<file path="src/rtl/mres_pkg.sv">
`timescale 1ns / 1ps
// Shared types, sizes and codes for the multinomial resampler.
// Has no dependencies. Every other file in this block imports it.

package mres_pkg;

   localparam int MAX_PARTICLES = 256;
   localparam int COORD_BITS    = 24;
   localparam int WEIGHT_BITS   = 16;
   localparam int DRAW_BITS     = 16;
   localparam int TOTAL_BITS    = 24;
   localparam int PICK_BITS     = 8;
   localparam int IDX_BITS      = $clog2(MAX_PARTICLES);
   localparam int COUNT_BITS    = $clog2(MAX_PARTICLES + 1);
   localparam int PROD_BITS     = DRAW_BITS + TOTAL_BITS;

   localparam logic MODE_LOAD = 1'b0;
   localparam logic MODE_DRAW = 1'b1;

   typedef enum logic [1:0] {
      ST_LOADED = 2'd0,
      ST_DRAWN  = 2'd1,
      ST_FULL   = 2'd2,
      ST_EMPTY  = 2'd3
   } status_type;

   typedef enum logic [2:0] {
      SEQ_IDLE,
      SEQ_MUL,
      SEQ_READ,
      SEQ_CMP,
      SEQ_DONE
   } seq_state_type;

   typedef logic [IDX_BITS-1:0] idx_type;

   typedef struct packed {
      logic                          mode;
      logic                          first;
      logic signed [COORD_BITS-1:0]  particle_x;
      logic signed [COORD_BITS-1:0]  particle_y;
      logic [WEIGHT_BITS-1:0]        particle_weight;
      logic [DRAW_BITS-1:0]          draw;
   } req_word_type;

   typedef struct packed {
      logic signed [COORD_BITS-1:0]  picked_x;
      logic signed [COORD_BITS-1:0]  picked_y;
      logic [PICK_BITS-1:0]          picked_index;
      status_type                    status;
   } rsp_word_type;

   // One particle entry as held in the store.
   typedef struct packed {
      logic [TOTAL_BITS-1:0]         prefix;
      logic signed [COORD_BITS-1:0]  x;
      logic signed [COORD_BITS-1:0]  y;
   } entry_type;

   typedef struct packed {
      logic [DRAW_BITS-1:0]          draw;
      logic [TOTAL_BITS-1:0]         total;
      idx_type                       last;
   } draw_job_type;

   typedef struct packed {
      logic busy;
      logic done;
   } seq_status_type;

endpackage

</file>
<file path="src/rtl/mres_seq.sv">
`timescale 1ns / 1ps
// Draw sequencer: scales the draw by the total and binary-searches the store.
// Depends on mres_pkg; reads the store through its single read port.

module mres_seq import mres_pkg::*; (
   input  logic           clock,
   input  logic           reset,
   input  logic           start,
   input  draw_job_type   job,
   input  entry_type      rd_data,
   input  logic           take,
   output logic           rd_en,
   output idx_type        rd_addr,
   output seq_status_type status,
   output idx_type        pick
);

   seq_state_type         state_ff, state_in;
   logic [DRAW_BITS-1:0]  draw_ff;
   logic [TOTAL_BITS-1:0] total_ff;
   logic [TOTAL_BITS-1:0] target_ff;
   idx_type               lo_ff, lo_in;
   idx_type               hi_ff, hi_in;
   logic [PROD_BITS-1:0]  product;
   logic [IDX_BITS:0]     span;
   idx_type               mid;

   assign product = PROD_BITS'(draw_ff) * PROD_BITS'(total_ff);
   assign span    = {1'b0, lo_ff} + {1'b0, hi_ff};
   assign mid     = span[IDX_BITS:1];

   always_ff @(posedge clock) begin
      if (reset) begin
         state_ff <= SEQ_IDLE;
      end else begin
         state_ff <= state_in;
      end
   end

   always_ff @(posedge clock) begin
      lo_ff <= lo_in;
      hi_ff <= hi_in;
      if (state_ff == SEQ_IDLE && start) begin
         draw_ff  <= job.draw;
         total_ff <= job.total;
      end
      if (state_ff == SEQ_MUL) begin
         target_ff <= product[DRAW_BITS +: TOTAL_BITS];
      end
   end

   // The search keeps lo..hi around the first entry whose prefix reaches the
   // target; when none does, it closes on the last entry, as required.
   always_comb begin
      state_in = state_ff;
      lo_in    = lo_ff;
      hi_in    = hi_ff;
      rd_en    = 1'b0;
      rd_addr  = mid;
      case (state_ff)
         SEQ_IDLE: begin
            if (start) begin
               state_in = SEQ_MUL;
               lo_in    = '0;
               hi_in    = job.last;
            end
         end
         SEQ_MUL: begin
            state_in = SEQ_READ;
         end
         SEQ_READ: begin
            rd_en = 1'b1;
            if (lo_ff == hi_ff) begin
               rd_addr  = lo_ff;
               state_in = SEQ_DONE;
            end else begin
               state_in = SEQ_CMP;
            end
         end
         SEQ_CMP: begin
            if (rd_data.prefix >= target_ff) begin
               hi_in = mid;
            end else begin
               lo_in = mid + idx_type'(1);
            end
            state_in = SEQ_READ;
         end
         SEQ_DONE: begin
            if (take) begin
               state_in = SEQ_IDLE;
            end
         end
         default: begin
            state_in = SEQ_IDLE;
         end
      endcase
   end

   assign status.busy = (state_ff != SEQ_IDLE);
   assign status.done = (state_ff == SEQ_DONE);
   assign pick        = lo_ff;

endmodule

</file>
<file path="config.mk">
export PLATFORM = sky130hd
export DESIGN_NAME = mres_seq
export DESIGN_NICKNAME = d
export VERILOG_FILES = /design/src/rtl/mres_pkg.sv /design/src/rtl/mres_seq.sv
export SDC_FILE = /design/constraint.sdc
export NUM_CORES = 1
export LEC_CHECK = 0
export BUFFER_PORTS_ARGS = -buffer_cell sky130_fd_sc_hd__buf_2
export CAP_MARGIN = 20
export CORE_MARGIN = 2
export CORE_UTILIZATION = 36
export CTS_BUF_LIST = sky130_fd_sc_hd__clkbuf_4
export CTS_CLUSTER_DIAMETER = 150
export DETAILED_ROUTE_END_ITERATION = 7
export RECOVER_POWER = 100
export SLEW_MARGIN = 15
export SYNTH_ARGS = -nofsm -noshare
export SYNTH_HDL_FRONTEND = slang
export SYNTH_SLANG_ARGS = --single-unit
</file>
<file path="constraint.sdc">
create_clock -name clock -period 17.51 [get_ports clock]
set_input_delay 0.8755 -clock clock [delete_from_list [all_inputs] [get_ports clock]]
set_output_delay 0.8755 -clock clock [all_outputs]
set_load 0.02 [all_outputs]
</file>
After elaboration in Yosys (flattened, before gate mapping)

Cells that the tools add are included.

Bits in registers: 83
Bits of input ports: 124
Output and inout port bits: 19
Logic and storage cells: 40

$add $sub $neg: 2
Multipliers: 1
Magnitude comparators: 1
Eq/ne operators: 9
Muxes and demuxes: 13
Reduce and logical (&&, ||, !) cells: 8

Operators with widths:

| kind                | count |
|---|---|
| $mux 8              | 6 |
| $mul 16x24->40      | 1 |
| $pmux 8 s2          | 2 |
| $ge 24x24->1        | 1 |
| $pmux 3 s4          | 1 |
| $add 8x8->9         | 1 |
| $mux 3              | 3 |
| $add 8x1->8 const B | 1 |
| $eq 8x8->1          | 1 |
| $ne 2x2->1 const B  | 4 |
| $eq 3x2->1 const B  | 2 |
| $reduce_and 3->1    | 2 |
| $eq 3x1->1 const B  | 1 |
| $eq 3x3->1 const B  | 1 |
| $logic_not 3->1     | 1 |
| $reduce_bool 3->1   | 1 |
| $reduce_and 2->1    | 1 |
| $reduce_bool 2->1   | 1 |
| $reduce_or 2->1     | 1 |
| $logic_and 1x1->1   | 1 |
| $mux 1              | 1 |

Logic depth before layout (Yosys ltp)

Depth after elaboration: 4
Gate-level depth with buffers: 22
Gate-level depth less buffers: 21

Worst setup path before layout

OpenSTA, ideal clock, no wires.

Path kind: reg2reg
Start point: register draw_ff[1]
End point: register target_ff[14] (data pin)
Setup time: 0.269 ns
Arrival: 5.520 ns
Required time: 17.241 ns
Setup slack: 11.721 ns
Cell stages (with the launch flop): 22
Buffers on the path: 1
Clock period less this slack: 5.789 ns
Cells stage by stage: edfxtp_1 -> clkbuf_1 -> nand2_1 -> fa_1 -> inv_1 -> fa_1 -> inv_1 -> fa_1 -> inv_1 -> fa_1 -> fa_1 -> inv_1 -> fa_1 -> inv_1 -> ha_1 -> a21oi_1 -> o21ai_0 -> a311oi_1 -> a211oi_1 -> a211oi_2 -> o31ai_1 -> xor2_1

Word-level cells in the longest chain between the ends: 1

RTL lines:

| what                   | line           | RTL |
|---|---|---|
| from (decl)            | mres_seq.sv:19 | `logic [DRAW_BITS-1:0] draw_ff;` |
| from (signal assigned) | mres_seq.sv:44 | `draw_ff <= job.draw;` |
| $mul 16x24->40         | mres_seq.sv:28 | `assign product = PROD_BITS'(draw_ff) * PROD_BITS'(total_ff);` |
| net product[30]        | mres_seq.sv:24 | `logic [PROD_BITS-1:0] product;` |
| to (signal assigned)   | mres_seq.sv:48 | `target_ff <= product[DRAW_BITS +: TOTAL_BITS];` |
| to (decl)              | mres_seq.sv:21 | `logic [TOTAL_BITS-1:0] target_ff;` |

The timed path passes the listed nets, and every way through them passes these cells.
A chain may end at the register's enable or synchronous reset.

Final worst setup path

Start point: register draw_ff[1]
End point: register target_ff[12] (data pin)

The elaborated chain is that of the path after synthesis.

==> run metrics <==
post-synthesis mux area share 0.00972; H-tree depth 3; CTS Root Buffer Type clkbuf_4; final hold vios 0; hold_sp job[34]; setup bufs post-CTS 0; Primary FF master, synth edfxtp_1; core area 44100 sq um; die width 215 microns; Area contributors post-synth fa_1 (38%), edfxtp_1 (15%), ha_1 (11%); share of the synthesized area in the top cell type 0.381; Setup crit start kind flip-flop; Hold Buf Count CTS 0; post-synthesis net count 2292; Final Max Tran Viols 42; Compound-Gate Fraction of Synth Area 0.0642; Worst R2R Path Depth 20; DRC errors left 0; Setup crit end kind flip-flop; area leader, netlist fa_1; HP Class input pin to flip-flop; hold path endpoint draw_ff[2]; total global-route track usage 0.186; post-CTS resize count 0; Area Growth Syn to Fin 6.77%; most frequent cell after synthesis inv_1; worst-path maximum fanout 24; final setup violation count 0; failing checks capacitance limit, slew limit; Least-Margin Pin Slew 1.74 ns; setup TNS 0 ns; Max clock buf depth 2; Initial Util 0.365; Seq cells post-synth 83; first-pass GRT wire length 67600 microns; Num CTS Buffers 9; gr ovfl total 0; Die H 215 microns; Netlist cell types 55; Clock transition at path regs 0.19 ns; TritonCTS clock tree built; drt pass-1 iters 5; Critical Path RT 17.87 ns; I/O Buffers 94; wirelength, routed 40900 microns; Rows 77; reg2reg setup slack 10.19 ns; Post-Synthesis Cells 1720; clock net sink count 83; post-synthesis cell area 16100 sq um; Final Skew 0.0471 ns; antenna viol nets, final 0; crit path time final 7.32 ns; filler cell count 4515; simple-gate share of the synthesized area 0.157; pin count of the biggest net entering global routing 42; die area 46400 sq um; worst reg2reg startpoint draw_ff[1]; post-route clock period utilization 0.418; Vias 11700; largest family of logic cells by synthesized area adder cells; CP Data Arrival Time 7.68 ns; Top Ports 143; vias per cell 4.94; Nets 2336; Post-synth EDFFs 80; CP Class flip-flop to flip-flop; fraction of registers with async set/reset 0; vias in the first global route 12800; Post-Synth XOR/XNOR Area 0.0196; headroom to the max-slew limit -0.160; RSZ-0062 raised after global routing no; worst reg2reg path endpoint target_ff[12]; initial detailed-routing violation count 756; hold depth 1; initial antenna violation count 2; gpl congestion 0.811; max frequency 137 MHz; Syn Area/Cell 9.35 sq um; Synth top cells by count inv_1 (384), fa_1 (306), nand2_1 (270), and2_1 (154), ha_1 (142); Avg WL per Cell 17.3 microns; yosys warns 0; max-cap viol count 1; sequential area share after synthesis 0.153; Hold WS 0.402 ns; worst skew pair latency 0.63 ns; status complete, but fails checks; placed wire-length estimate 30400 microns; adder-cell share of the synthesized area 0.491; share of layout cells above drive strength 1 0.0616
[worst max path at each step]
stage / endpoint / from / cells after the start
floorplan: target_ff[14] / draw_ff[1] / 21
global route: target_ff[12] / draw_ff[1] / 20
detailed placement: target_ff[18] / draw_ff[2] / 20
finish: target_ff[12] / draw_ff[1] / 20
CTS: target_ff[14] / draw_ff[2] / 20
global placement: target_ff[18] / draw_ff[2] / 20
[metal layers]
metal  GRT usage  routed length, microns
met4      0.0451                     643
met3      0.0375                    2400
met1       0.254                   18900
met2       0.303                   18900
met5           0                       0
[through the flow]
step           instance area (sq um)  worst slack (ns)   util  instances
3_3_place_gp                   17100             10.59  0.387       2344
4_1_cts                        17200             10.49  0.390       2360
6_report                       17200             10.19  0.389       2365
2_1_floorplan                  16100             11.72      -       1720
5_1_grt                        17200              9.74  0.389       2365
3_5_place_dp                   17100             10.53  0.387       2344
[cells by family (layout without fill, tap and decap cells)]
logic type,count (synthesis),after routing
AOI/OAI and AO/OA,159,159
DFF,83,83
adders and majority gates,448,448
xor gates and xnor gates,36,36
buffers and inverters,450,499
muxes,14,14
other,0,4
and+or+nand+nor,530,530
[state kept, by name (all words and copies together), names as in the netlist]
signal	cells
hi_ff	8
draw_ff	16
target_ff	24
state_ff	3
total_ff	24
pick	8
[critical path, cell delays in order (launching register included)]
cell	delay, ns
edfxtp_1	1.12
nand2_1	0.19
fa_1	0.58
inv_1	0.06
fa_1	0.53
inv_1	0.05
fa_1	0.50
inv_1	0.07
fa_1	0.46
fa_1	0.51
inv_1	0.05
fa_1	0.47
inv_1	0.04
ha_1	0.33
a21oi_1	0.29
o21ai_0	0.14
a21oi_1	0.15
o21ai_0	0.23
a221oi_1	0.84
o21ai_0	0.25
xor2_1	0.19
[area by class of cell]
cell class,count,area [sq um],share of cell area
diodes,4,10.0,0.000583
clock inverters,6,72.6,0.00422
clock buffers,10,75.1,0.00437
repair buffers,99,487,0.0283
flip-flops and latches,83,2460,0.143
inverters,384,1440,0.0839
multi-input cells,1187,11900,0.692
well taps,592,741,0.0431
[cells in the final DEF (no fill, tap or decap), types with 5 or more instances in the layout]
cell type and instances:
inv_1 384, mux2_2 13, fa_1 306, nor4_1 6
nor2_1 41, ha_1 142, xor2_1 13, nand4_1 13
xnor2_1 23, o21ai_0 34, a21oi_1 54, nand3_1 13
clkbuf_4 10, nand2_1 270, o21bai_1 5, clkbuf_1 21
o211ai_1 8, nor3_1 10, edfxtp_1 80, or4_1 5
o21a_1 8, a211oi_1 7, buf_2 74, a21o_1 19
and2_1 154
Power is not shown: default switching activity piles up to over one toggle a cycle in this logic, so the estimate is an artifact.
